<file path="config.mk">
export PLATFORM = sky130hd
export DESIGN_NAME = sliding_window_rate_limiter
export DESIGN_NICKNAME = d
export VERILOG_FILES = /design/src/hdl/swrl_pkg.sv /design/src/hdl/swrl_ram.sv /design/src/hdl/sliding_window_rate_limiter.sv
export SDC_FILE = /design/constraint.sdc
export NUM_CORES = 2
export LEC_CHECK = 0
export BUFFER_PORTS_ARGS = -buffer_cell sky130_fd_sc_hd__buf_4
export CAP_MARGIN = 5
export CORE_MARGIN = 8
export CORE_UTILIZATION = 60
export DETAILED_ROUTE_END_ITERATION = 6
export HOLD_SLACK_MARGIN = 0.12
export PLACE_DENSITY_LB_ADDON = 0.2
export SLEW_MARGIN = 20
export SYNTH_ARGS = -nofsm -noshare
export SYNTH_HDL_FRONTEND = slang
export SYNTH_SLANG_ARGS = --single-unit
</file>
<file path="constraint.sdc">
create_clock -name clk -period 12.3 [get_ports clk]
set_clock_uncertainty 0.2 [all_clocks]
set_input_delay 0.615 -clock clk [delete_from_list [all_inputs] [get_ports clk]]
set_output_delay 0.615 -clock clk [all_outputs]
set_load 0.01 [all_outputs]
</file>
<file path="src/hdl/swrl_pkg.sv">
// Package for the sliding-window rate limiter.
// Holds command and configuration codes, field widths and reset values.
// No dependencies.
package swrl_pkg;

  localparam int STAMP_W  = 32;
  localparam int LIMIT_W  = 7;
  localparam int WINDOW_W = 22;
  localparam int HELD_W   = 7;
  localparam int CMD_W    = 2;
  localparam int CFG_IDX_W = 1;

  // Request commands.
  localparam logic [CMD_W-1:0] CMD_CHECK  = 2'd0;
  localparam logic [CMD_W-1:0] CMD_RECORD = 2'd1;
  localparam logic [CMD_W-1:0] CMD_CLEAR  = 2'd2;

  // Configuration register indexes.
  localparam logic [CFG_IDX_W-1:0] CFG_REQUEST_LIMIT = 1'd0;
  localparam logic [CFG_IDX_W-1:0] CFG_WINDOW_MS     = 1'd1;

  localparam logic [LIMIT_W-1:0]  LIMIT_RESET  = 7'd60;
  localparam logic [WINDOW_W-1:0] WINDOW_RESET = 22'd60000;

endpackage

</file>
<file path="src/hdl/swrl_ram.sv">
// Generic single-write, single-read RAM with a registered read port.
// No dependencies.
module swrl_ram #(
  parameter int WIDTH = 32,
  parameter int DEPTH = 64
) (
  input  logic                     clk,
  input  logic                     we,
  input  logic [$clog2(DEPTH)-1:0] waddr,
  input  logic [WIDTH-1:0]         wdata,
  input  logic                     re,
  input  logic [$clog2(DEPTH)-1:0] raddr,
  output logic [WIDTH-1:0]         rdata
);

  logic [WIDTH-1:0] mem [DEPTH];

  always_ff @(posedge clk) begin
    if (we) begin
      mem[waddr] <= wdata;
    end
    if (re) begin
      rdata <= mem[raddr];
    end
  end

endmodule

</file>
<file path="src/hdl/sliding_window_rate_limiter.sv">
// Sliding-window log rate limiter: a ring of request timestamps in a RAM.
// Record, clear, unused, and check on an empty ring: result valid the cycle after the
// request is taken. Other checks step S_READ (RAM read), S_AGE (age subtract on the
// shared subtractor), S_DECIDE (compare) per stamp examined, then S_WAIT for a wait.
// One request at a time; the next is taken the cycle after the result is taken.
// Synchronous active-low reset empties the ring and loads limit 60, window 60000 ms.
module sliding_window_rate_limiter import swrl_pkg::*; #(
  parameter int RING_DEPTH = 64
) (
  input  logic                 clk,
  input  logic                 rst_n,
  input  logic                 cfg_we,
  input  logic [CFG_IDX_W-1:0] cfg_index,
  input  logic [WINDOW_W-1:0]  cfg_wdata,
  input  logic                 in_valid,
  output logic                 in_stall,
  input  logic [CMD_W-1:0]     in_cmd,
  input  logic [STAMP_W-1:0]   in_now_ms,
  output logic                 out_valid,
  input  logic                 out_stall,
  output logic                 out_allowed,
  output logic [WINDOW_W-1:0]  out_wait_ms,
  output logic [HELD_W-1:0]    out_held_count,
  output logic                 out_overflow
);

  localparam int PTR_W = $clog2(RING_DEPTH);
  localparam int CNT_W = $clog2(RING_DEPTH + 1);
  localparam int SUM_W = PTR_W + 1;
  localparam int CMP_W = (CNT_W > LIMIT_W) ? CNT_W : LIMIT_W;

  typedef enum logic [2:0] {
    S_IDLE,
    S_READ,
    S_AGE,
    S_DECIDE,
    S_WAIT,
    S_DONE
  } state_t;

  state_t               state_r, state_nxt;
  logic [PTR_W-1:0]     ptr_r, ptr_nxt;
  logic [CNT_W-1:0]     count_r, count_nxt;
  logic [LIMIT_W-1:0]   limit_r, limit_nxt;
  logic [WINDOW_W-1:0]  window_r, window_nxt;
  logic [STAMP_W-1:0]   now_r, now_nxt;
  logic [STAMP_W-1:0]   age_r, age_nxt;
  logic                 allowed_r, allowed_nxt;
  logic [WINDOW_W-1:0]  wait_r, wait_nxt;
  logic                 ovf_r, ovf_nxt;

  logic                 accept;
  logic                 full;
  logic                 below_limit;
  logic                 expired;
  logic [SUM_W-1:0]     wr_sum;
  logic [PTR_W-1:0]     wr_addr;
  logic                 ram_we;
  logic                 ram_re;
  logic [STAMP_W-1:0]   ram_rdata;
  logic [STAMP_W-1:0]   sub_a, sub_b, sub_y;

  assign accept      = in_valid && !in_stall;
  assign in_stall    = (state_r != S_IDLE);
  assign out_valid   = (state_r == S_DONE);
  assign full        = (count_r == CNT_W'(RING_DEPTH));
  assign below_limit = (CMP_W'(count_r) < CMP_W'(limit_r));
  assign expired     = (age_r > STAMP_W'(window_r));

  // Slot after the newest stamp; the sum stays below twice the depth.
  assign wr_sum  = SUM_W'(ptr_r) + SUM_W'(count_r);
  assign wr_addr = (wr_sum >= SUM_W'(RING_DEPTH)) ? PTR_W'(wr_sum - SUM_W'(RING_DEPTH))
                                                  : PTR_W'(wr_sum);
  assign ram_we  = accept && (in_cmd == CMD_RECORD) && !full;
  assign ram_re  = (state_r == S_READ);

  // One subtractor serves both the age of the oldest stamp and the wait time.
  always_comb begin
    if (state_r == S_AGE) begin
      sub_a = now_r;
      sub_b = ram_rdata;
    end else begin
      sub_a = STAMP_W'(window_r);
      sub_b = age_r;
    end
  end
  assign sub_y = sub_a - sub_b;

  swrl_ram #(
    .WIDTH (STAMP_W),
    .DEPTH (RING_DEPTH)
  ) u_ring (
    .clk   (clk),
    .we    (ram_we),
    .waddr (wr_addr),
    .wdata (in_now_ms),
    .re    (ram_re),
    .raddr (ptr_r),
    .rdata (ram_rdata)
  );

  always_comb begin
    state_nxt   = state_r;
    ptr_nxt     = ptr_r;
    count_nxt   = count_r;
    limit_nxt   = limit_r;
    window_nxt  = window_r;
    now_nxt     = now_r;
    age_nxt     = age_r;
    allowed_nxt = allowed_r;
    wait_nxt    = wait_r;
    ovf_nxt     = ovf_r;

    if (cfg_we) begin
      case (cfg_index)
        CFG_REQUEST_LIMIT: limit_nxt = cfg_wdata[LIMIT_W-1:0];
        CFG_WINDOW_MS:     window_nxt = cfg_wdata;
        default: ;
      endcase
    end

    case (state_r)
      S_IDLE: begin
        if (accept) begin
          now_nxt     = in_now_ms;
          allowed_nxt = 1'b0;
          wait_nxt    = '0;
          ovf_nxt     = 1'b0;
          state_nxt   = S_DONE;
          case (in_cmd)
            CMD_CHECK: begin
              if (count_r == '0) begin
                allowed_nxt = below_limit;
              end else begin
                state_nxt = S_READ;
              end
            end
            CMD_RECORD: begin
              if (full) begin
                ovf_nxt = 1'b1;
              end else begin
                count_nxt = count_r + CNT_W'(1);
              end
            end
            CMD_CLEAR: begin
              ptr_nxt   = '0;
              count_nxt = '0;
            end
            default: ;
          endcase
        end
      end
      S_READ: begin
        state_nxt = S_AGE;
      end
      S_AGE: begin
        age_nxt   = sub_y;
        state_nxt = S_DECIDE;
      end
      S_DECIDE: begin
        if (expired) begin
          ptr_nxt   = (ptr_r == PTR_W'(RING_DEPTH - 1)) ? '0 : ptr_r + PTR_W'(1);
          count_nxt = count_r - CNT_W'(1);
          if (count_r == CNT_W'(1)) begin
            // Ring emptied: nothing left to wait for.
            allowed_nxt = (limit_r != '0);
            state_nxt   = S_DONE;
          end else begin
            state_nxt = S_READ;
          end
        end else if (below_limit) begin
          allowed_nxt = 1'b1;
          state_nxt   = S_DONE;
        end else begin
          state_nxt = S_WAIT;
        end
      end
      S_WAIT: begin
        // The oldest stamp is not expired, so its age is at most the window.
        wait_nxt  = sub_y[WINDOW_W-1:0];
        state_nxt = S_DONE;
      end
      S_DONE: begin
        if (!out_stall) begin
          state_nxt = S_IDLE;
        end
      end
      default: state_nxt = S_IDLE;
    endcase
  end

  always_ff @(posedge clk) begin
    if (!rst_n) begin
      state_r  <= S_IDLE;
      ptr_r    <= '0;
      count_r  <= '0;
      limit_r  <= LIMIT_RESET;
      window_r <= WINDOW_RESET;
    end else begin
      state_r  <= state_nxt;
      ptr_r    <= ptr_nxt;
      count_r  <= count_nxt;
      limit_r  <= limit_nxt;
      window_r <= window_nxt;
    end
    now_r     <= now_nxt;
    age_r     <= age_nxt;
    allowed_r <= allowed_nxt;
    wait_r    <= wait_nxt;
    ovf_r     <= ovf_nxt;
  end

  assign out_allowed    = allowed_r;
  assign out_wait_ms    = wait_r;
  assign out_held_count = HELD_W'(count_r);
  assign out_overflow   = ovf_r;

endmodule

</file>
Word-level counts from Yosys, hierarchy flattened
Memories as Yosys holds them, arrays and structs flattened. A register that Yosys moved wholly into a read port is not among the register bits.
Index checks and enable logic that the tools add are counted.

word-level totals
  register bits after elaboration = 133
  RAM bits = 2048
  input port bits = 62
  output and inout port bits = 33
  logic and storage cells = 92
  memories kept = 1

cells by class
  add/sub/neg operators = 6
  magnitude comparators = 3
  equal/unequal tests = 18
  mux-type cells = 33
  bitwise gates (word level) = 1
  reductions and logical operators = 20

memory list
  name        words  width  rd ports  clocked after memory_dff  wr ports  line            source
  u_ring.mem  64     32     1         1                         1         swrl_ram.sv:16  logic [WIDTH-1:0] mem [DEPTH];

operators by type and width
  operator                                                                count
  32-bit two-way mux                                                      2
  22-bit one-hot mux with 2 select lines                                  1
  32-bit by 22-bit > comparator with 1-bit output                         1
  32-bit subtractor                                                       1
  6-bit two-way mux                                                       5
  7-bit one-hot mux with 2 select lines                                   2
  22-bit two-way mux                                                      1
  7-bit two-way mux                                                       3
  3-bit two-way mux                                                       6
  3-bit one-hot mux with 6 select lines                                   1
  6-bit one-hot mux with 2 select lines                                   1
  1-bit two-way mux                                                       10
  2-bit AND reduction                                                     5
  3-bit != test (second input constant)                                   3
  4-bit AND reduction                                                     2
  6-bit by 7-bit adder with 7-bit output                                  1
  7-bit by 1-bit adder with 7-bit output (second input constant)          1
  7-bit by 1-bit equality test with 1-bit output (second input constant)  1
  7-bit equality test (second input constant)                             1
  7-bit greater-or-equal comparator (second input constant)               1
  7-bit zero test                                                         1
  7-bit less-than comparator                                              1
  7-bit nonzero test                                                      1
  7-bit by 1-bit subtractor with 7-bit output (second input constant)     1
  other kinds (20)                                                        28

Longest topological paths before layout
  word-level depth = 7
  gate-level depth with buffers = 18
  mapped depth without buffers = 15

By module
A second synthesis with hierarchy kept.

unflattened totals
  cell total of the unflattened synthesis = 4189
  area, all modules = 87228.7 um^2

modules (own cells, without submodules)
  module                       times used  cells each  area each (um^2)  sequential area each (um^2)
  swrl_ram                     1           3324        78835.6           62459.9
  sliding_window_rate_limiter  1           865         8393.0            3543.4

Least setup slack after synthesis
No wires, ideal clock.

  path type = register to register
  start = register state_r[1]
  end = register age_r[30] (data pin)
  library setup time = 263 ps
  data arrival time = 5068 ps
  data required time = 11837 ps
  slack = 6769 ps
  stages on the path, launching flop included = 18
  path buffers = 3
  period minus slack after synthesis = 5531 ps
  path through = dfxtp_1 > clkbuf_1 > inv_1 > nor3_1 > clkbuf_1 > clkbuf_1 > o21ai_0 > ha_1 > fa_1 > nor2b_1 > o21ai_1 > a21oi_1 > o41ai_2 > o21ai_1 > a211oi_2 > o41ai_2 > a311oi_1 > xnor2_1

on the way
  longest elaborated chain between the ends = 3
  elaborated cells on any way between the ends = 4
  classes of those cells = add/sub: 1; eq/ne: 1; mux: 2

RTL lines
  item                                                line                                source
  start: declaration                                  sliding_window_rate_limiter.sv:41   state_t state_r, state_nxt;
  start signal: assignment                            sliding_window_rate_limiter.sv:200  state_r <= state_nxt;
  3-bit by 2-bit equality test with 1-bit output (*)  sliding_window_rate_limiter.sv:79   if (state_r == S_AGE) begin
  32-bit two-way mux                                  sliding_window_rate_limiter.sv:79
  32-bit subtractor (*)                               sliding_window_rate_limiter.sv:87   assign sub_y = sub_a - sub_b;
  via sub_y[30]                                       sliding_window_rate_limiter.sv:61   logic [STAMP_W-1:0] sub_a, sub_b, sub_y;
  end signal: assignment                              sliding_window_rate_limiter.sv:207  age_r <= age_nxt;
  end: declaration                                    sliding_window_rate_limiter.sv:47   logic [STAMP_W-1:0] age_r, age_nxt;

Mark *: on every way through the listed nets, which the timed path passes. The rest lies on a longest branch.
A chain may end at the register's enable or synchronous reset.

==> flow_metrics.env <==
export IMPL_p_per_area_nw_per_um2=161.5
export IMPL_fp_dieH_um=396.8
export IMPL_die_area_um2=157400
export IMPL_fin_nets=4334
export IMPL_wl_um=218900
export IMPL_irDropWorstVdd_mv=0.1620
export IMPL_status="finished, violations left"
export IMPL_cts_max_level=4
export IMPL_via_per_inst=6.838
export IMPL_antenna_left=1
export IMPL_required_ns=12.66
export IMPL_grt_pass1_wl_um=311300
export IMPL_crit_type="register to register"
export IMPL_synthCells=3906
export IMPL_rsz0062_at_grt="no"
export IMPL_max_cap_violations=0
export IMPL_ys_seq_area_share_pct=75.87
export IMPL_root_buffer="clkbuf_16"
export IMPL_synth_top_cells_by_count="2,168 x edfxtp_1, 656 x mux4_2, 136 x nand2_1, 112 x nor2_1, 104 x clkbuf_1"
export IMPL_yosys_register_bits=2213
export IMPL_synth_area_um2=86990
export IMPL_drive_gt1_share_pct=28.24
export IMPL_die_width_um=396.8
export IMPL_cts_sinks=2213
export IMPL_num_rows=139
export IMPL_firstDrtPassIters=7
export IMPL_cp_max_fo=60
export IMPL_synth_edf_count=2168
export IMPL_hp_class="primary input to register"
export IMPL_grt_usage_pct=27.79
export IMPL_fmax_ghz=0.1649
export IMPL_holdBufCountCts=77
export IMPL_synthMostInstantiatedCell="edfxtp_1"
export IMPL_synth_warning_count=0
export IMPL_overflow=0
export IMPL_violations="antenna violations"
export IMPL_cts_made_buffers=212
export IMPL_tns_ns=0
export IMPL_clk_pin_slew_ns=0.06
export IMPL_grt_max_degree=108
export IMPL_cts_resized_gates=0
export IMPL_start_kind="register"
export IMPL_maxSlewHeadroom_pct=24.32
export IMPL_worst_pin_slew_ns=1.135
export IMPL_coreArea_um2=143800
export IMPL_synth_cell_types=63
export IMPL_io_buffers=94
export IMPL_cts_tree="done"
export IMPL_fin_crit_ns=6.065
export IMPL_hold_viol_final=0
export IMPL_area_growth_pct=12.67
export IMPL_synth_top_cell_area_share_pct=74.84
export IMPL_place_hpwl_um=113700
export IMPL_wl_per_cell_um=34.83
export IMPL_synth_main_ff_cell="edfxtp_1"
export IMPL_synth_nets=4042
export IMPL_drv_slew=0
export IMPL_place_gp_congestion=0.8600
export IMPL_synth_avg_cell_area_um2=22.27
export IMPL_synth_async_reset_ratio_pct=0
export IMPL_finalSetupViolCount=0
export IMPL_netlist_top_cells_area="edfxtp_1 75%, mux4_2 17%, dfxtp_1 1.0%, ha_1 1.0%, nand2_1 0.59%"
export IMPL_first_iter_violations=6626
export IMPL_postLayoutCoreUtil_pct=68.15
export IMPL_drc=0
export IMPL_fin_crit_sh_pct=49.31
export IMPL_vias=42970
export IMPL_initial_core_util_pct=60.48
export IMPL_cp_arrival_ns=6.43
export IMPL_cts_setup_buffers=0
export IMPL_synth_largest_area_cell="edfxtp_1"
export IMPL_n_fill_cell=8605
export IMPL_p_leak_nw=30.07
export IMPL_clk_latency_ns=0.84
export IMPL_cts_buffer_depth=3
export IMPL_grt_pass1_vias=42640
export IMPL_ioPinCount=95
export IMPL_antenna_found_initial=7
export IMPL_end_kind="register"
[cell type report]
class / count / area (um2) / share of cell area, %
Antenna cell: 8 / 20.02 / 0.02042
Clock buffer: 267 / 5594 / 5.707
Clock inverter: 122 / 1052 / 1.074
Inverter: 50 / 187.7 / 0.1915
Multi-Input combinational cell: 1449 / 20500 / 20.91
Sequential cell: 2213 / 66020 / 67.36
Tap cell: 1903 / 2381 / 2.429
Timing Repair Buffer: 272 / 2260 / 2.305
[kinds of logic after synthesis]
group,count (synthesis),synth area share [%]
adders and majority gates,74,1.082
buffers and inverters,244,1.132
AOI/OAI and AO/OA,232,1.737
muxes,723,17.78
DFF,2213,75.87
and+or+nand+nor,386,2.055
xor gates and xnor gates,34,0.3423
[registers in the layout (all words and copies together) (netlist names)]
register        count
u_ring.mem       2048
age_r              32
now_r              32
u_ring.rdata       32
out_wait_ms        22
window_r           22
limit_r             7
out_held_count      7
ptr_r               6
state_r             3
out_allowed         1
out_overflow        1
[critical path, stage by stage, from the launching register on]
cell and delay, ns:
dfxtp_4 0.90, buf_4 0.76, buf_4 0.70, buf_4 0.85
buf_4 0.72, mux4_2 0.43, mux4_2 0.53, mux4_2 0.50
[power by group]
group | switching, W | total, W | internal, W | leakage [nW]
clock network | 0.00275 | 0.00624 | 0.00349 | 3.24
registers | 0.0000932 | 0.00855 | 0.00846 | 19.9
logic | 0.000664 | 0.00104 | 0.000374 | 6.93
total | 0.00351 | 0.0158 | 0.0123 | 30.1
[routing by layer]
metal  global-route usage, %  part of all wire, %  vias to the layer above
li1                        -                    -                    17080
met2                   43.47                   48                     2600
met1                   40.55                   39                    22930
met4                   7.815                  2.8                        4
met3                   5.858                   11                      353
met5                       0                0.012                        -
[cells in the final DEF (no fill, tap or decap), drive strengths merged, types with 41 or more instances in the layout]
| master | n |
|---|---|
| o21ai | 71 |
| nor2 | 112 |
| a21oi | 41 |
| ha | 72 |
| clkinv | 98 |
| edfxtp | 2168 |
| nand2 | 136 |
| inv | 57 |
| buf | 195 |
| dfxtp | 45 |
| dlygate4sd3 | 77 |
| clkbuf | 267 |
| mux4 | 656 |
| mux2i | 50 |
[path summary, 6_finish.rpt]
check                              startpoint                end  slack [ns]  cells past startpoint
worst max-delay path                 ptr_r[1]   u_ring.rdata[30]        6.23                      7
worst min-delay path            in_now_ms[27]  u_ring.mem[1][27]        0.18                      1
worst max register to register       ptr_r[1]   u_ring.rdata[30]        6.23                      7
worst min register to register    window_r[2]        window_r[2]        0.27                      2
[metrics by stage]
stage               power [W]  area, um2  setup WS, ns  hold WS, ns  std cells
floorplan            0.009254      86990         6.769       0.2435       3906
global placement     0.009685      90580         6.299       0.2548       5810
detailed placement   0.009704      90580         6.310       0.2627       5810
CTS                   0.01588      98000         6.256       0.1236       6276
global route          0.01627      98000         6.109       0.1584       6276
finish                0.01583      98020         6.235       0.1765       6284
No activity file was read; power rests on OpenSTA's default activity.
